$ cat src/rtl/core/dcri_pkg.sv
// shared types, codes and constants for the disk controller register interface
// no dependencies; imported by every module of the block

package dcri_pkg;

    // register file layout
    localparam int RF_DEPTH = 12;
    localparam int RF_IDX_W = 4;
    localparam logic [RF_IDX_W-1:0] RF_ADDR_LO   = 4'd0;
    localparam logic [RF_IDX_W-1:0] RF_ADDR_MID  = 4'd1;
    localparam logic [RF_IDX_W-1:0] RF_ADDR_HI   = 4'd2;
    localparam logic [RF_IDX_W-1:0] RF_SECTOR    = 4'd3;
    localparam logic [RF_IDX_W-1:0] RF_HEAD_CYL  = 4'd4;
    localparam logic [RF_IDX_W-1:0] RF_CYL_LO    = 4'd5;
    localparam logic [RF_IDX_W-1:0] RF_TERM      = 4'd9;
    localparam logic [RF_IDX_W-1:0] RF_CHIP_STAT = 4'd10;
    localparam logic [RF_IDX_W-1:0] RF_DRV_STAT  = 4'd11;
    // data port reaches pointer values below this one
    localparam logic [RF_IDX_W-1:0] PTR_LIMIT    = 4'd10;
    // pointer values from here on map to the status copies
    localparam logic [RF_IDX_W-1:0] PTR_STAT_MAP = 4'd8;
    localparam logic [RF_IDX_W-1:0] PTR_STAT_OFS = 4'd2;

    // status byte bits
    localparam logic [7:0] ST_PENDING = 8'h80;
    localparam logic [7:0] ST_DONE    = 8'h20;
    localparam logic [7:0] ST_CODE_ERR = 8'h08;

    // termination condition bits
    localparam int TERM_IRQ_BIT = 5;
    localparam int TERM_WP_BIT  = 2;

    // drive status forming
    localparam logic [7:0] DS_LINE_MASK = 8'h56;
    localparam logic [7:0] DS_SEEK_DONE = 8'h20;
    localparam int DS_READY_BIT = 1;
    localparam int DS_WP_BIT    = 2;
    localparam logic [7:0] SEL_NONE = 8'hFF;

    // drive actions
    localparam logic [2:0] ACT_NONE     = 3'd0;
    localparam logic [2:0] ACT_STEP_IN  = 3'd1;
    localparam logic [2:0] ACT_STEP_OUT = 3'd2;
    localparam logic [2:0] ACT_RESTORE  = 3'd3;
    localparam logic [2:0] ACT_READ     = 3'd4;
    localparam logic [2:0] ACT_WRITE    = 3'd5;

    localparam logic [10:0] SECTOR_BASE_BYTES = 11'd128;

    // command classes
    typedef enum logic [3:0] {
        CMD_NONE,
        CMD_DESELECT,
        CMD_RESTORE,
        CMD_STEP_IN,
        CMD_STEP_OUT,
        CMD_SELECT,
        CMD_SET_PTR,
        CMD_READ_LOG,
        CMD_WRITE_LOG
    } cmd_kind_t;

    // one bus access
    typedef struct packed {
        logic       command;
        logic       port;
        logic [7:0] write_data;
        logic [7:0] drive_lines;
        logic       sector_found;
        logic [1:0] size_code;
    } access_t;

    // one answer
    typedef struct packed {
        logic [7:0]  read_data;
        logic        irq;
        logic [2:0]  drive_action;
        logic [1:0]  drive_unit;
        logic [10:0] cylinder_number;
        logic [3:0]  head_number;
        logic [7:0]  sector_number;
        logic [23:0] transfer_address;
        logic [10:0] transfer_bytes;
    } result_t;

    // command byte decoder
    function automatic cmd_kind_t cmd_decode(input logic [7:0] op);
        cmd_kind_t kind;
        unique case (op) inside
            8'h01:          kind = CMD_DESELECT;
            8'h02, 8'h03:   kind = CMD_RESTORE;
            8'h04, 8'h05:   kind = CMD_STEP_IN;
            8'h06, 8'h07:   kind = CMD_STEP_OUT;
            [8'h20:8'h2F]:  kind = CMD_SELECT;
            [8'h40:8'h4F]:  kind = CMD_SET_PTR;
            [8'h5C:8'h5F]:  kind = CMD_READ_LOG;
            [8'hA0:8'hBF]:  kind = CMD_WRITE_LOG;
            default:        kind = CMD_NONE;
        endcase
        return kind;
    endfunction

endpackage

$ cat src/rtl/core/dcri_input_stage.sv
// input register of the access pipeline
// depends on dcri_pkg for the access struct

module dcri_input_stage
    import dcri_pkg::*;
(
    input  logic    clk,
    input  logic    rst_n,
    input  logic    in_valid,
    input  access_t in_beat,
    output logic    in_stall,
    input  logic    advance,
    output logic    held_valid,
    output access_t held_beat
);

    logic    valid_reg;
    logic    valid_next;
    access_t beat_reg;
    logic    accept;

    // take a new beat when empty or when the held one moves on
    assign in_stall = valid_reg && !advance;
    assign accept   = in_valid && !in_stall;

    always_comb
    begin
        if (accept)
            valid_next = 1'b1;
        else if (advance)
            valid_next = 1'b0;
        else
            valid_next = valid_reg;
    end

    always_ff @(posedge clk or negedge rst_n)
    begin
        if (!rst_n)
            valid_reg <= 1'b0;
        else
            valid_reg <= valid_next;
    end

    // payload holds without reset
    always_ff @(posedge clk)
    begin
        if (accept)
            beat_reg <= in_beat;
    end

    assign held_valid = valid_reg;
    assign held_beat  = beat_reg;

endmodule

$ cat src/rtl/core/dcri_core.sv
// controller state and single-pass access decode
// depends on dcri_pkg for codes, layout constants and the command decoder

module dcri_core
    import dcri_pkg::*;
(
    input  logic    clk,
    input  logic    rst_n,
    input  logic    fire,
    input  access_t beat,
    output result_t result
);

    logic [7:0]          status_reg, status_next;
    logic [7:0]          select_reg, select_next;
    logic [7:0]          rf_reg [RF_DEPTH];
    logic [7:0]          rf_next [RF_DEPTH];
    logic [RF_IDX_W-1:0] ptr_reg, ptr_next;
    logic                irq_reg, irq_next;

    // selected drive view
    logic       unit_ok;
    logic       floppy;
    logic [1:0] unit;
    logic [7:0] drv_stat;

    assign unit_ok  = (select_reg != SEL_NONE) && (select_reg[3:2] != 2'd0)
                      && (select_reg[1:0] != 2'd0);
    assign floppy   = select_reg[3];
    assign unit     = select_reg[1:0] - 2'd1;
    assign drv_stat = (unit_ok && floppy) ? ((beat.drive_lines & DS_LINE_MASK) | DS_SEEK_DONE)
                                          : 8'h00;

    // access decode and next state
    always_comb
    begin
        cmd_kind_t           kind;
        logic                do_done;
        logic [7:0]          st_pre;
        logic [23:0]         addr;
        logic [23:0]         addr_new;
        logic [10:0]         bytes;
        logic                drv_err;
        logic [RF_IDX_W-1:0] rd_idx;

        status_next = status_reg;
        select_next = select_reg;
        ptr_next    = ptr_reg;
        irq_next    = irq_reg;
        for (int i = 0; i < RF_DEPTH; i++)
            rf_next[i] = rf_reg[i];
        result   = '0;
        do_done  = 1'b0;
        st_pre   = status_reg;
        kind     = cmd_decode(beat.write_data);
        addr     = {rf_reg[RF_ADDR_HI], rf_reg[RF_ADDR_MID], rf_reg[RF_ADDR_LO]};
        addr_new = addr;
        bytes    = SECTOR_BASE_BYTES << beat.size_code;
        drv_err  = !unit_ok || !drv_stat[DS_READY_BIT]
                   || (rf_reg[RF_TERM][TERM_WP_BIT] && drv_stat[DS_WP_BIT]);
        rd_idx   = (ptr_reg < PTR_STAT_MAP) ? ptr_reg : ptr_reg + PTR_STAT_OFS;

        if (beat.command && beat.port)
        begin
            case (kind)
                CMD_DESELECT:
                begin
                    select_next = SEL_NONE;
                    do_done     = 1'b1;
                end
                CMD_SELECT:
                begin
                    select_next = {4'h0, beat.write_data[3:0]};
                    do_done     = 1'b1;
                end
                CMD_SET_PTR:
                begin
                    ptr_next = beat.write_data[3:0];
                    do_done  = 1'b1;
                end
                CMD_RESTORE, CMD_STEP_IN, CMD_STEP_OUT:
                begin
                    st_pre  = 8'h00;
                    do_done = 1'b1;
                    if (unit_ok && floppy)
                    begin
                        result.drive_unit = unit;
                        if (kind == CMD_RESTORE)
                            result.drive_action = ACT_RESTORE;
                        else if (kind == CMD_STEP_IN)
                            result.drive_action = ACT_STEP_IN;
                        else
                            result.drive_action = ACT_STEP_OUT;
                    end
                    rf_next[RF_CHIP_STAT] = {6'h00, select_reg[1:0]};
                    rf_next[RF_DRV_STAT]  = drv_stat;
                end
                CMD_READ_LOG, CMD_WRITE_LOG:
                begin
                    st_pre  = 8'h00;
                    do_done = 1'b1;
                    if (drv_err)
                        st_pre = ST_CODE_ERR;
                    else
                    begin
                        result.drive_action     = (kind == CMD_WRITE_LOG) ? ACT_WRITE
                                                                          : ACT_READ;
                        result.drive_unit       = unit;
                        result.cylinder_number  = {rf_reg[RF_HEAD_CYL][6:4],
                                                   rf_reg[RF_CYL_LO]};
                        result.head_number      = rf_reg[RF_HEAD_CYL][3:0];
                        result.sector_number    = rf_reg[RF_SECTOR];
                        result.transfer_address = addr;
                        if (beat.sector_found)
                        begin
                            result.transfer_bytes = bytes;
                            addr_new = addr + {13'h0000, bytes};
                        end
                        else
                            st_pre = ST_CODE_ERR;
                    end
                    rf_next[RF_ADDR_LO]   = addr_new[7:0];
                    rf_next[RF_ADDR_MID]  = addr_new[15:8];
                    rf_next[RF_ADDR_HI]   = addr_new[23:16];
                    rf_next[RF_CHIP_STAT] = {6'h00, select_reg[1:0]};
                    rf_next[RF_DRV_STAT]  = drv_stat;
                end
                default:
                begin
                end
            endcase
        end
        else if (beat.command)
        begin
            // data port write through the pointer
            if (ptr_reg < PTR_LIMIT)
            begin
                rf_next[ptr_reg] = beat.write_data;
                ptr_next         = ptr_reg + 4'd1;
            end
        end
        else if (beat.port)
        begin
            // status read clears pending
            result.read_data = status_reg;
            if (status_reg[7])
            begin
                status_next = status_reg & ~ST_PENDING;
                irq_next    = 1'b0;
            end
        end
        else if (ptr_reg < PTR_LIMIT)
        begin
            result.read_data = rf_reg[rd_idx];
            ptr_next         = ptr_reg + 4'd1;
        end

        // completion raises done and maybe the interrupt
        if (do_done)
        begin
            status_next = st_pre | ST_DONE;
            if (rf_reg[RF_TERM][TERM_IRQ_BIT] && !st_pre[7])
            begin
                status_next = status_next | ST_PENDING;
                irq_next    = 1'b1;
            end
        end

        result.irq = irq_next;
    end

    // state update per beat
    always_ff @(posedge clk or negedge rst_n)
    begin
        if (!rst_n)
        begin
            status_reg <= 8'h00;
            select_reg <= 8'h00;
            ptr_reg    <= '0;
            irq_reg    <= 1'b0;
            for (int i = 0; i < RF_DEPTH; i++)
                rf_reg[i] <= 8'h00;
        end
        else if (fire)
        begin
            status_reg <= status_next;
            select_reg <= select_next;
            ptr_reg    <= ptr_next;
            irq_reg    <= irq_next;
            for (int i = 0; i < RF_DEPTH; i++)
                rf_reg[i] <= rf_next[i];
        end
    end

`ifndef SYNTHESIS
    // interrupt only rises together with pending
    a_irq_with_pending: assert property (@(posedge clk) disable iff (!rst_n)
        $rose(irq_reg) |-> status_reg[7])
        else $error("irq rose without pending status");

    // pending is always accompanied by done
    a_pending_done: assert property (@(posedge clk) disable iff (!rst_n)
        status_reg[7] |-> status_reg[5])
        else $error("pending set without done");

    // data access beyond the file leaves the pointer alone
    a_ptr_stops: assert property (@(posedge clk) disable iff (!rst_n)
        (fire && !beat.port && (ptr_reg >= PTR_LIMIT)) |=> $stable(ptr_reg))
        else $error("pointer advanced past the file");

    // bytes only move on a transfer action
    a_bytes_on_xfer: assert property (@(posedge clk) disable iff (!rst_n)
        (fire && (result.transfer_bytes != 11'd0)) |->
        ((result.drive_action == ACT_READ) || (result.drive_action == ACT_WRITE)))
        else $error("transfer bytes without transfer action");
`endif

endmodule

$ cat src/rtl/core/dcri_output_stage.sv
// result register of the access pipeline
// depends on dcri_pkg for the result struct

module dcri_output_stage
    import dcri_pkg::*;
(
    input  logic    clk,
    input  logic    rst_n,
    input  logic    load,
    input  result_t load_result,
    input  logic    out_stall,
    output logic    out_valid,
    output result_t out_result
);

    logic    valid_reg;
    logic    valid_next;
    result_t result_reg;

    // a waiting beat stays until taken
    always_comb
    begin
        if (load)
            valid_next = 1'b1;
        else if (!out_stall)
            valid_next = 1'b0;
        else
            valid_next = valid_reg;
    end

    always_ff @(posedge clk or negedge rst_n)
    begin
        if (!rst_n)
            valid_reg <= 1'b0;
        else
            valid_reg <= valid_next;
    end

    always_ff @(posedge clk)
    begin
        if (load)
            result_reg <= load_result;
    end

    assign out_valid  = valid_reg;
    assign out_result = result_reg;

endmodule

$ cat src/rtl/core/disk_controller_register_interface_unit.sv
// Path: an access beat is held in the input register, then decoded into the result register.
// Throughput: one access per cycle; the input register hands its beat to the
// result register whenever that register is empty or being drained.
// Reset (rst_n low, asynchronous): status, drive select, pointer, interrupt and
// the whole register file clear to zero; both pipeline registers empty.
// Top level: input stage, decode core and output stage from dcri_pkg types.

module disk_controller_register_interface_unit
    import dcri_pkg::*;
(
    input  logic        clk,
    input  logic        rst_n,
    input  logic        in_valid,
    output logic        in_stall,
    input  logic        command,
    input  logic        port,
    input  logic [7:0]  write_data,
    input  logic [7:0]  drive_lines,
    input  logic        sector_found,
    input  logic [1:0]  size_code,
    output logic        out_valid,
    input  logic        out_stall,
    output logic [7:0]  read_data,
    output logic        irq,
    output logic [2:0]  drive_action,
    output logic [1:0]  drive_unit,
    output logic [10:0] cylinder_number,
    output logic [3:0]  head_number,
    output logic [7:0]  sector_number,
    output logic [23:0] transfer_address,
    output logic [10:0] transfer_bytes
);

    access_t in_beat;
    access_t held_beat;
    logic    held_valid;
    logic    advance;
    result_t core_result;
    result_t out_result;

    assign in_beat = '{command:      command,
                       port:         port,
                       write_data:   write_data,
                       drive_lines:  drive_lines,
                       sector_found: sector_found,
                       size_code:    size_code};

    // held beat moves on when the result register can take it
    assign advance = held_valid && (!out_valid || !out_stall);

    dcri_input_stage u_input (
        .clk        (clk),
        .rst_n      (rst_n),
        .in_valid   (in_valid),
        .in_beat    (in_beat),
        .in_stall   (in_stall),
        .advance    (advance),
        .held_valid (held_valid),
        .held_beat  (held_beat)
    );

    dcri_core u_core (
        .clk    (clk),
        .rst_n  (rst_n),
        .fire   (advance),
        .beat   (held_beat),
        .result (core_result)
    );

    dcri_output_stage u_output (
        .clk         (clk),
        .rst_n       (rst_n),
        .load        (advance),
        .load_result (core_result),
        .out_stall   (out_stall),
        .out_valid   (out_valid),
        .out_result  (out_result)
    );

    assign read_data        = out_result.read_data;
    assign irq              = out_result.irq;
    assign drive_action     = out_result.drive_action;
    assign drive_unit       = out_result.drive_unit;
    assign cylinder_number  = out_result.cylinder_number;
    assign head_number      = out_result.head_number;
    assign sector_number    = out_result.sector_number;
    assign transfer_address = out_result.transfer_address;
    assign transfer_bytes   = out_result.transfer_bytes;

endmodule

$ cat config.mk
export PLATFORM = sky130hd
export DESIGN_NAME = disk_controller_register_interface_unit
export DESIGN_NICKNAME = d
export VERILOG_FILES = /design/src/rtl/core/dcri_pkg.sv /design/src/rtl/core/dcri_input_stage.sv /design/src/rtl/core/dcri_core.sv /design/src/rtl/core/dcri_output_stage.sv /design/src/rtl/core/disk_controller_register_interface_unit.sv
export SDC_FILE = /design/constraint.sdc
export NUM_CORES = 1
export LEC_CHECK = 0
export ABC_AREA = 1
export BUFFER_PORTS_ARGS = -buffer_cell sky130_fd_sc_hd__buf_2
export CAP_MARGIN = 10
export CORE_UTILIZATION = 30
export CTS_CLUSTER_SIZE = 25
export DETAILED_ROUTE_END_ITERATION = 10
export MAX_ROUTING_LAYER = met4
export PLACE_DENSITY = 0.49
export REMOVE_ABC_BUFFERS = 1
export SLEW_MARGIN = 10
export SYNTH_ARGS = -nofsm -noshare
export SYNTH_HDL_FRONTEND = slang
export SYNTH_SLANG_ARGS = --single-unit
$ cat constraint.sdc
create_clock -name clk -period 3.15 [get_ports clk]
set_input_delay 0.315 -clock clk [delete_from_list [all_inputs] [get_ports clk]]
set_output_delay 0.315 -clock clk [all_outputs]
set_load 0.05 [all_outputs]
* Word-level counts from Yosys, hierarchy flattened
Cells that the tools add are included.
Operators by class: add/subtract/negate cells 4, $lt $le $gt $ge 13, equal/unequal tests 25, shifts and indexed selects 1, mux-type cells 53, bitwise operators 5, reduce and logical (&&, ||, !) cells 48
Operators with widths (count):
- 96-bit two-way mux | 2
- 96-bit bitwise mux | 1
- 24-bit two-way mux | 4
- 8-bit two-way mux | 12
- 63-bit two-way mux | 1
- 8-bit binary-select mux with 4-bit select | 1
- 8-bit demux with 4-bit select | 1
- 8-bit by 3-bit == test with 1-bit output (second input constant) | 4
- 16-bit two-way mux | 2
- 4-bit one-hot mux with 8 select lines | 1
- 8-bit one-hot mux with 2 select lines | 2
- 4-bit two-way mux | 7
- 24-bit by 11-bit adder with 24-bit output | 1
- 4-bit by 3-bit == test with 1-bit output (second input constant) | 4
- 8-bit by 2-bit == test with 1-bit output (second input constant) | 2
- 8-bit by 7-bit >= comparator with 1-bit output (second input constant) | 2
- 8-bit by 7-bit <= comparator with 1-bit output (second input constant) | 2
- 1-bit logical AND | 14
- 2-bit nonzero test | 7
- 1-bit two-way mux | 13
- 2-bit != test (second input constant) | 6
- 4-bit AND reduction | 3
- 11-bit two-way mux | 1
- 8-bit by 2-bit << shifter with 11-bit output (first input constant) | 1
- 33 further kinds | 55
Storage, ports and cells: flip-flop bits (word level) 211, input bits 25

* Logic depth before layout (Yosys ltp)
Gate-level depths: netlist (run 1).
depth after elaboration 15, gate-level depth with buffers 14, depth with buffers taken out 14

* Modules after synthesis
From an unflattened synthesis (run 1), not the netlist that was laid out.
Unflattened totals: cell total of the unflattened synthesis 1124, area total of the unflattened synthesis 10116.0 um^2
Modules (own cells, without submodules):
- dcri_core | times used 1, cells each 1018, area an instance 7216.9 um^2
- dcri_output_stage | times used 1, cells each 76, area an instance 2198.4 um^2
- dcri_input_stage | times used 1, cells each 28, area an instance 688.2 um^2
- disk_controller_register_interface_unit | times used 1, cells each 2, area an instance 12.5 um^2

* Worst setup path before layout (run 1)
Ideal clock, no wire load.
path kind register to register, start point reg u_output.valid_reg (netlist: u_output.out_valid), end point reg u_core.rf_reg[63] in the netlist's numbering, data arrival time 2.821 ns, required time 3.022 ns, slack 0.202 ns, cell stages (with the launch flop) 10, path buffers 1, path through dfrtp_1 nand2_1 inv_1 nor2_4 nand2_4 nor2_8 nand4_4 buf_2 nand2_1 o21ai_0
On the way: longest elaborated chain between the ends 4
Ends and longest elaborated chain:
- start, declared | line dcri_output_stage.sv:16 | logic valid_reg;
- start signal, assigned | line dcri_output_stage.sv:36 | valid_reg <= valid_next;
- 1-bit logical NOT | line disk_controller_register_interface_unit.sv:49 | assign advance = held_valid && (!out_valid || !out_stall);
- 1-bit logical OR | line disk_controller_register_interface_unit.sv:49
- 1-bit logical AND | line disk_controller_register_interface_unit.sv:49
- named net advance | line disk_controller_register_interface_unit.sv:37 | logic advance;
- 4-bit AND reduction (no source line)
- end signal, assigned by index | line dcri_core.sv:191 | rf_reg[i] <= rf_next[i];
- end, declared | line dcri_core.sv:16 | logic [7:0] rf_reg [RF_DEPTH];
The timed path passes the listed nets, and every way through them passes these cells. A chain may end at the register's enable or synchronous reset.

* Worst setup path in the final report (run 1)
start point reg u_input.beat_reg (netlist bit u_input.held_beat[20]), end point reg u_core.rf_reg[76] in the netlist's numbering
On the way: longest elaborated chain between the ends 3, elaborated cells on any way between the ends 8, classes of those cells eq/ne (3); mux (1); reduce/logical (4)
Ends and longest elaborated chain:
- start, declared | line dcri_input_stage.sv:19 | access_t beat_reg;
- start signal, assigned | line dcri_input_stage.sv:48 | beat_reg <= in_beat;
- 1-bit logical AND | line dcri_core.sv:63 | if (beat.command && beat.port)
- 2-bit != test (no source line) or 2-bit nonzero test (tied branches)
- 6-bit AND reduction (no source line)
Parallel ways exist; a longest one is shown, timed or not.

==> impl_metrics.tcl, run 1 <==
set metrics [dict create \
    outcome "complete, no violations" \
    final_common_cell "nand2_1" \
    synthFlopType "dfrtp_1" \
    viasPerCell 4.768 \
    overflow 0 \
    vdd_drop_max_mv 0.4306 \
    async_reset_ff_share_pct 57.51 \
    synth_area_sq_um 9533 \
    crit_chain "nand2_2, nand2_4, nor2_1, buf_4, inv_1, nor2_1, nor2_1, inv_1, nand2_1, nand2_1" \
    crit_top_cell "nor2_1" \
    worstRegToRegCells 10 \
    ant_nets 0 \
    min_from "size_code[1]" \
    dpl.hpwl_um 18490 \
    port_buffers 87 \
    power.total_mw 9.295 \
    hold_depth 1 \
    rsz0062_at_grt "no" \
    drt_wl_total_um 26430 \
    cts_max_level 4 \
    core_sq_um 30910 \
    num_vias 7500 \
    whs_endpoint "u_input.held_beat[1]$_DFFE_PP_" \
    layout_common_cells "nand2_1 (283), o21ai_0 (123), nor2_1 (121), inv_1 (112), dfrtp_1 (110)" \
    whs_ns 0.03828 \
    grt_pass1_wl_um 42140 \
    synth_warnings 0 \
    cts-root-buf "clkbuf_16" \
    syn_inst 1084 \
    antenna_cells 0 \
    grtUsageTotal_pct 17.35 \
    ys_types 45 \
    r2r_end "u_core.rf_reg[76]$_DFFE_PN0P_" \
    tightest_slew_ns 0.8386 \
    die-area_sq_um 32490 \
    clk_pin_slew_worst_paths_ns 0.09 \
    slew_violations 0 \
    die_w_um 180.3 \
    wl_per_cell_um 16.80 \
    num_rows 64 \
    leakage_nw 4.807 \
    hold_class "input pin to flip-flop" \
    cts.repair.resized 0 \
    synth_edf_count 82 \
    clock_path_buffers 2 \
    first_pass_iters 5 \
    worstSkewPairLatency_ns 0.45 \
    critPathMaxStageDelay_ns 0.65 \
    slew_headroom_pct 43.88 \
    fin_setup_tns_ns 0 \
    r2r_start "u_input.held_beat[20]$_DFFE_PP_" \
    ys_ff_latch 193 \
    worstPathMaxFanout 15 \
    fin_crit_ns 2.636 \
    max_freq_ghz 0.3793 \
    avgSynthCellArea_sq_um 8.794 \
    end_kind "flip-flop" \
    finalClockSkew_ns 0.01367 \
    critPathKind "flip-flop to flip-flop" \
    cp.arrival_ns 2.97 \
    pwr_density_cell_nw_per_um2 846.7 \
    antenna_found_initial 0 \
    grt_use_met3_pct 2.405 \
    cts.sinks 193 \
    r2r_setup_slack_ns 0.51 \
    setup_viol 0 \
    cts-buffers-inserted 17 \
    worst_path_max_delay_cell "nor2_1" \
    syn_to_final_growth_pct 15.16 \
    crit_required_ns 3.48 \
    largest_reg_flops 96 \
    grt_pass1_vias 7192 \
    grt_use_met1_pct 24.61 \
    drive_above_1_share_pct 14.61 \
    num_io_pins 99 \
    gp_congestion 0.8656 \
    gr-usage-met2_pct 25.66 \
    drv_cap 0 \
    period_share_pct 83.69 \
    worst_setup_path_start_kind "flip-flop" \
    fin_nets 1201 \
    drt-initial-drc-count 646 \
    cts_tree "yes" \
    post-route-drc-count 0 \
    die_h_um 180.3 \
    seq_area_frac_synth_pct 54.97 \
    initial_core_util_pct 30.84 \
    hold_viol_final 0 \
    grt.busiest_layer "met2" \
    grt_start_max_net_pins 65 \
]
==> worst max path at each step <==
stage / start / slack, ns / endpoint / cells after the start
floorplan: u_output.out_valid$_DFFE_PN0P_ / 0.01 / u_core.rf_reg[77]$_DFFE_PN0P_ / 10
global placement: u_input.held_beat[20]$_DFFE_PP_ / 0.60 / u_core.rf_reg[77]$_DFFE_PN0P_ / 8
detailed placement: u_input.held_beat[20]$_DFFE_PP_ / 0.59 / u_core.rf_reg[78]$_DFFE_PN0P_ / 10
CTS: u_input.held_beat[20]$_DFFE_PP_ / 0.57 / u_core.rf_reg[74]$_DFFE_PN0P_ / 10
global route: u_input.held_beat[20]$_DFFE_PP_ / 0.30 / u_core.rf_reg[74]$_DFFE_PN0P_ / 10
finish: u_input.held_beat[20]$_DFFE_PP_ / 0.51 / u_core.rf_reg[76]$_DFFE_PN0P_ / 10
==> critical path: cells and delay by family, from the launching register on <==
kind          cells  cell delay, ns
buf+inv           3            0.48
simple gates      7            1.51
flops             1            0.52
==> synth_stat cells, types with 7 or more instances <==
library cell / count / area, sq um
o21ai_1: 13 / 65.06
dfrtp_1: 111 / 2778
inv_1: 112 / 420.4
o211ai_1: 14 / 105.1
o21ai_0: 123 / 615.6
buf_4: 12 / 90.09
a21oi_1: 32 / 160.2
o22ai_1: 17 / 106.4
ha_1: 11 / 137.6
nand2_1: 283 / 1062
buf_2: 15 / 75.07
nor3_1: 7 / 35.03
edfxtp_1: 82 / 2462
nand4_1: 7 / 43.79
nor2_1: 121 / 454.2
nand3_1: 46 / 230.2
clkbuf_1: 18 / 67.56
==> per-layer routing <==
metal  up-vias  part of all wire, %
met2       229                   44
met1      3523                   50
li1       3718                    -
met5         -                    0
met3        30                  4.7
met4         0                  1.8
==> logic make-up (layout without fill, tap and decap cells) <==
kind of cell,count (synthesis),after routing,share of synthesized area (%)
AND/OR/NAND/NOR,487,487,22.43
AO/OA/AOI/OAI,218,218,12.80
flip-flops,193,193,54.97
other,1,7,0.03934
adder cells (fa/ha/maj),12,12,1.654
buffers and inverters,168,255,7.573
XOR/XNOR,5,5,0.5381
==> area by class of cell <==
class / instances / area [sq um]
sequential: 193 / 5241
tap: 396 / 495.5
multi-input combinational: 729 / 3593
clock buffer: 17 / 425.4
fill: 3237 / 19930
inverter: 118 / 447.9
clock inverter: 15 / 186.4
timing repair buffer: 105 / 588.1
==> power by group <==
group | internal (mW) | switching, mW
registers | 3.19 | 0.435
logic | 0.980 | 2.45
clock network | 1.08 | 1.16
total | 5.26 | 4.04
==> through the flow <==
stage	instances	util, %	area [sq um]	setup WS [ns]
final	1573	35.52	10980	0.5138
after global routing	1573	35.52	10980	0.2950
after CTS	1573	35.52	10980	0.5667
after detailed placement	1540	33.50	10360	0.5851
after global placement	1540	33.50	10360	0.6036
after floorplan	1040	-	9281	0.01011
==> what timing repair did <==
action,CTS,global route
endpoints found under the hold margin,52,0
setup buffers,0,0
hold buffers,1,0
No activity file was read; power rests on OpenSTA's default activity.
==> run 2: changes to the inputs <==
PLACE_DENSITY = 0.51   (was 0.49)
clock period = 2.3 ns   (was 3.15 ns; I/O delays follow)
==> impl_metrics.tcl, run 2 (synthesis results as in run 1) <==
set metrics [dict create \
    grt_pass1_vias 7254 \
    fin_crit_ns 2.091 \
    post-route-drc-count 0 \
    cts.sinks 193 \
    design_area_sq_um 11430 \
    num_rows 64 \
    multi_input_area_sq_um 3650 \
    fin_nets 1244 \
    drt-initial-drc-count 644 \
    fin_ws_ns 0.2087 \
    slew_headroom_pct 55.26 \
    initial_core_util_pct 30.84 \
    overflow 0 \
    finalNonFillerCells 1616 \
    crit_required_ns 2.62 \
    ant_nets 0 \
    clock_power_share_pct 23.6 \
    drv_cap 0 \
    setup_viol 0 \
    final_common_cell "nand2_1" \
    nFillCells 3186 \
    dpl.hpwl_um 18690 \
    viasPerCell 4.715 \
    cts-buffers-inserted 17 \
    cts-root-buf "clkbuf_16" \
    p_int_mw 7.413 \
    drt_wl_total_um 26440 \
    drive_above_1_share_pct 17.21 \
    hold_viol_final 0 \
    num_io_pins 99 \
    combPwrFrac_pct 38.2 \
    seqPwrFrac_pct 38.3 \
    largest_reg_flops 96 \
    tightest_slew_ns 0.6712 \
    rsz0062_at_grt "no" \
    slew_violations 0 \
    num_vias 7620 \
    cts_max_level 4 \
    cts_tree "yes" \
    end_kind "flip-flop" \
    pre_cts_slack_ns 0.02143 \
    gp_congestion 0.8814 \
    cp.arrival_ns 2.41 \
    p_switching_mw 5.580 \
    worstSkewPairLatency_ns 0.45 \
    die_w_um 180.3 \
    die_h_um 180.3 \
    dpl.cell_count 1563 \
    antenna_found_initial 0 \
    clk_pin_slew_worst_paths_ns 0.08 \
    period_share_pct 90.93 \
    worst_setup_path_start_kind "flip-flop" \
    register_area_sq_um 5241 \
    grt_pass1_wl_um 41710 \
    layout_common_cells "nand2_1 (280), o21ai_0 (121), nor2_1 (117), inv_1 (111), dfrtp_1 (110)" \
    max_freq_ghz 0.4782 \
    antenna_cells 0 \
    critPathKind "flip-flop to flip-flop" \
    wl_per_cell_um 16.36 \
    vdd_drop_max_mv 0.5851 \
    syn_to_final_growth_pct 19.87 \
    port_buffers 87 \
    grtUsageTotal_pct 17.25 \
    first_pass_iters 5 \
    core_sq_um 30910 \
    clock_path_buffers 2 \
    leakage_nw 5.013 \
    finalClockSkew_ns 0.01762 \
    swShare_pct 42.94 \
    pwr_density_cell_nw_per_um2 1137 \
    grt_start_max_net_pins 68 \
    hold_class "input pin to flip-flop" \
    place_area_sq_um 10550 \
    outcome "complete, no violations" \
    die-area_sq_um 32490 \
    worstPathMaxFanout 4 \
]
[run 2: changes by cell type in the layout (fill, tap and decap cells not counted), sizes merged]
cell	delta
inv	+2
clkinv	-2
buf	+25
dlygate4sd3	+18
[run 2: final cells by class]
| class | count | area share, % |
|---|---|---|
| Sequential cell | 193 | 45.87 |
| Timing Repair Buffer | 148 | 8.584 |
| Clock inverter | 15 | 1.631 |
| Tap cell | 396 | 4.336 |
| Multi-Input combinational cell | 729 | 31.94 |
| Inverter | 118 | 3.920 |
| Clock buffer | 17 | 3.723 |
[run 2: metal layers]
metal | up-vias | share of wire [%] | track usage (%)
met3 | 30 | 4.6 | 2.951
met4 | 0 | 1.7 | 4.855
li1 | 3799 | - | -
met2 | 210 | 45 | 25.75
met1 | 3581 | 49 | 24.00
met5 | - | 0 | -
[run 2: final timing paths]
check / depth (start not counted) / to / slack (ns) / start
min in group asynchronous: 2 / u_core.rf_reg[1]$_DFFE_PN0P_ / 0.17 / rst_n
hold / removal: 3 / u_output.out_valid$_DFFE_PN0P_ / 0.02 / out_stall
max in group asynchronous: 3 / u_core.rf_reg[19]$_DFFE_PN0P_ / 1.38 / rst_n
setup / recovery: 14 / u_core.rf_reg[79]$_DFFE_PN0P_ / 0.21 / u_input.held_beat[0]$_DFFE_PP_
hold reg to reg: 2 / u_core.rf_reg[11]$_DFFE_PN0P_ / 0.48 / u_core.rf_reg[11]$_DFFE_PN0P_
setup reg to reg: 14 / u_core.rf_reg[79]$_DFFE_PN0P_ / 0.21 / u_input.held_beat[0]$_DFFE_PP_
[run 2: metrics by stage]
stage | total power, mW | hold slack (ns) | util [%] | TNS, ns
5_1_grt | 13.90 | 0.02145 | 36.97 | 0
2_1_floorplan | 8.112 | -0.06559 | - | -58.24
3_5_place_dp | 9.908 | 0.1049 | 34.14 | 0
4_1_cts | 13.04 | 0.007996 | 36.75 | 0
6_report | 12.99 | 0.02223 | 36.97 | 0
3_3_place_gp | 9.895 | 0.1011 | 34.14 | 0
[run 2: what timing repair did]
item | CTS | global route
cloned | 0 | 0
pin swaps | 0 | 4
endpoints found under the setup margin | 1 | 9
hold buffers | 19 | 0
setup buffers | 0 | 2
hold endpoints to repair | 33 | 0
resized for setup | 1 | 15
[run 2: critical path, cell delays in order (launching register included)]
cell	delay (ns)
edfxtp_1	0.45
nor2_2	0.12
ha_2	0.18
inv_1	0.05
fa_2	0.33
inv_2	0.06
nand3_1	0.07
nand2_2	0.12
buf_4	0.13
nand3_1	0.08
xor2_1	0.15
nand2_1	0.07
nand2_1	0.05
nand2_1	0.05
o21ai_1	0.05
[run 2: power by group through the flow]
| stage | combinational, mW | sequential [mW] | clock [mW] |
|---|---|---|---|
| after floorplan | 2.72 | 5.39 | 0 |
| after global placement | 4.88 | 5.02 | 0 |
| after detailed placement | 4.88 | 5.03 | 0 |
| after CTS | 4.94 | 4.96 | 3.14 |
| after global routing | 5.52 | 5.09 | 3.29 |
| final | 4.96 | 4.97 | 3.06 |
==> run 3: changes to the inputs <==
ABC_AREA = 0   (was 1)
==> impl_metrics.tcl, run 3 <==
set metrics [dict create \
    outcome "finished, violations left" \
    violations "negative setup slack" \
    cts_tree "yes" \
    synthFlopType "dfrtp_1" \
    synth_warnings 0 \
    design_area_sq_um 11710 \
    dpl.hpwl_um 17400 \
    synth_edf_count 82 \
    synthXorXnorAreaFrac_pct 0.3803 \
    tightest_slew_ns 0.6359 \
    gp_congestion 0.8218 \
    crit_top_cell "or4_4" \
    port_buffers 87 \
    syn_to_final_growth_pct 27.08 \
    grt_use_met3_pct 2.040 \
    yosys-top-cells-count "dfrtp_1 (111), edfxtp_1 (82), mux2_2 (65)" \
    finalClockSkew_ns 0.01534 \
    synth-compound-area-share_pct 10.74 \
    core_sq_um 29950 \
    cts-buffers-inserted 17 \
    pwr_density_cell_nw_per_um2 1014 \
    hold_viol_final 0 \
    grt.busiest_layer "met2" \
    seqPwrFrac_pct 41.0 \
    p_int_mw 7.813 \
    largest_reg_flops 96 \
    die-area_sq_um 31410 \
    drive_above_1_share_pct 37.10 \
    crit_required_ns 2.62 \
    syn_inst 741 \
    ant_nets 0 \
    worst_setup_path_start_kind "flip-flop" \
    setup_viol 5 \
    post-route-drc-count 0 \
    yosysMostFrequentCell "dfrtp_1" \
    antenna_cells 0 \
    synth-adder-area-share_pct 1.711 \
    worst-path-buf-inv 0 \
    fin_ws_ns -0.08904 \
    whs_ns 0.03641 \
    drv_cap 0 \
    die_w_um 177.2 \
    viasPerCell 4.972 \
    die_h_um 177.2 \
    synth_area_leaders "dfrtp_1 (30%), edfxtp_1 (27%), mux2_2 (7.9%), mux4_2 (4.6%), and2_1 (3.6%)" \
    slew_headroom_pct 57.32 \
    layout_common_cells "dfrtp_1 (109), buf_4 (92), buf_2 (86), edfxtp_1 (82), mux2_2 (65)" \
    seq_area_frac_synth_pct 56.89 \
    crit_family "simple AND/OR/NAND/NOR gates" \
    netlist.area_leader.share_pct 30.15 \
    final_common_cell "dfrtp_1" \
    finalNonFillerCells 1320 \
    fin_setup_tns_ns -0.2403 \
    leakage_nw 5.045 \
    antenna_found_initial 0 \
    r2r_start "u_input.held_beat[18]$_DFFE_PP_" \
    clock_path_buffers 2 \
    cts_max_level 4 \
    grt_use_met1_pct 22.54 \
    first_pass_iters 5 \
    worst_path_max_delay_cell "or4_4" \
    pre_cts_slack_ns -0.1926 \
    p_switching_mw 4.055 \
    gr-usage-met2_pct 26.86 \
    rsz0062_at_grt "yes" \
    grt_pass1_wl_um 38670 \
    clock_power_share_pct 25.7 \
    drt-initial-drc-count 448 \
    drt_wl_total_um 24430 \
    final_util_pct 39.08 \
    max_freq_ghz 0.4186 \
    wl_per_cell_um 18.51 \
    place_area_sq_um 10670 \
    worstPathMaxFanout 2 \
    num_vias 6563 \
    period_share_pct 103.9 \
    hold_class "input pin to flip-flop" \
    overflow 0 \
    dpl.cell_count 1263 \
    end_kind "flip-flop" \
    slew_violations 0 \
    synth_top_family_by_area "multiplexers" \
    avgSynthCellArea_sq_um 12.43 \
    swShare_pct 34.17 \
    num_io_pins 99 \
    worstSkewPairLatency_ns 0.44 \
    ys_types 66 \
    grt_pass1_vias 6609 \
    async_reset_ff_share_pct 57.51 \
    combPwrFrac_pct 33.3 \
    power.total_mw 11.87 \
    fin_nets 954 \
    critPathLaunch "u_input.held_beat[18]$_DFFE_PP_" \
    clk_pin_slew_worst_paths_ns 0.08 \
    critPathMaxStageDelay_ns 0.54 \
    cts-root-buf "clkbuf_16" \
    yosysTopAreaCell "dfrtp_1" \
    num_rows 63 \
    ys_ff_latch 193 \
    crit_chain "or4_4, or4_4, and2_4, or4_4, mux2_4" \
    cts.sinks 193 \
    grtUsageTotal_pct 16.81 \
    min_from "out_stall" \
    critPathKind "flip-flop to flip-flop" \
    synthMuxAreaShare_pct 14.06 \
    grt_start_max_net_pins 49 \
    cp.arrival_ns 2.71 \
    initial_core_util_pct 30.75 \
    yosys.area_share.simple_pct 13.07 \
    synth_area_sq_um 9211 \
    fin_crit_ns 2.389 \
    vdd_drop_max_mv 0.4970 \
]
run 3: final timing paths:
kind	slack, ns	to	cells past startpoint
min reg2reg	0.48	u_output.out_valid$_DFFE_PN0P_	1
max	-0.09	u_core.select_reg[6]$_DFFE_PN0P_	5
max reg2reg	-0.09	u_core.select_reg[6]$_DFFE_PN0P_	5
min in group asynchronous	0.25	u_core.rf_reg[87]$_DFFE_PN0P_	2
max in group asynchronous	1.40	u_core.rf_reg[70]$_DFFE_PN0P_	3
min	0.04	u_output.out_valid$_DFFE_PN0P_	2
run 3: cell type report:
class	instances	area [sq um]
clock buffers	18	439.2
clock inverters	14	162.7
fillers	2932	18250
inverters	15	56.30
multi-input cells	486	3901
flip-flops and latches	193	5243
well taps	390	488.0
repair buffers	204	1416
run 3: repair_timing:
item                                   in CTS  in global routing
buffers inserted                            4                  3
hold buffers                               19                  0
resized for setup                           9                 35
endpoints found under the hold margin      40                  0
pin swaps                                   8                 12
setup endpoints to repair                  20                 91
run 3: kinds of logic (layout without fill, tap and decap cells):
logic type / Yosys count / after routing
adder cells (fa/ha/maj): 12 / 12
other: 1 / 7
flip-flops: 193 / 193
AND/OR/NAND/NOR: 230 / 230
multiplexers: 97 / 97
XOR/XNOR: 4 / 4
buffers and inverters: 68 / 251
AO/OA/AOI/OAI: 136 / 136
run 3: power groups by stage:
stage	registers, mW	logic, mW	clock network, mW
CTS	4.86	3.93	3.14
detailed placement	4.93	3.86	0
global placement	4.91	3.84	0
global route	4.98	4.31	3.26
floorplan	5.12	2.16	0
finish	4.87	3.95	3.05
run 3: metal layers:
metal	wire, um	up-vias	part of all wire, %
met4	271	0	1.1
met1	11470	3294	47
li1	-	3100	-
met3	764	18	3.1
met2	11930	151	49
met5	0	-	0
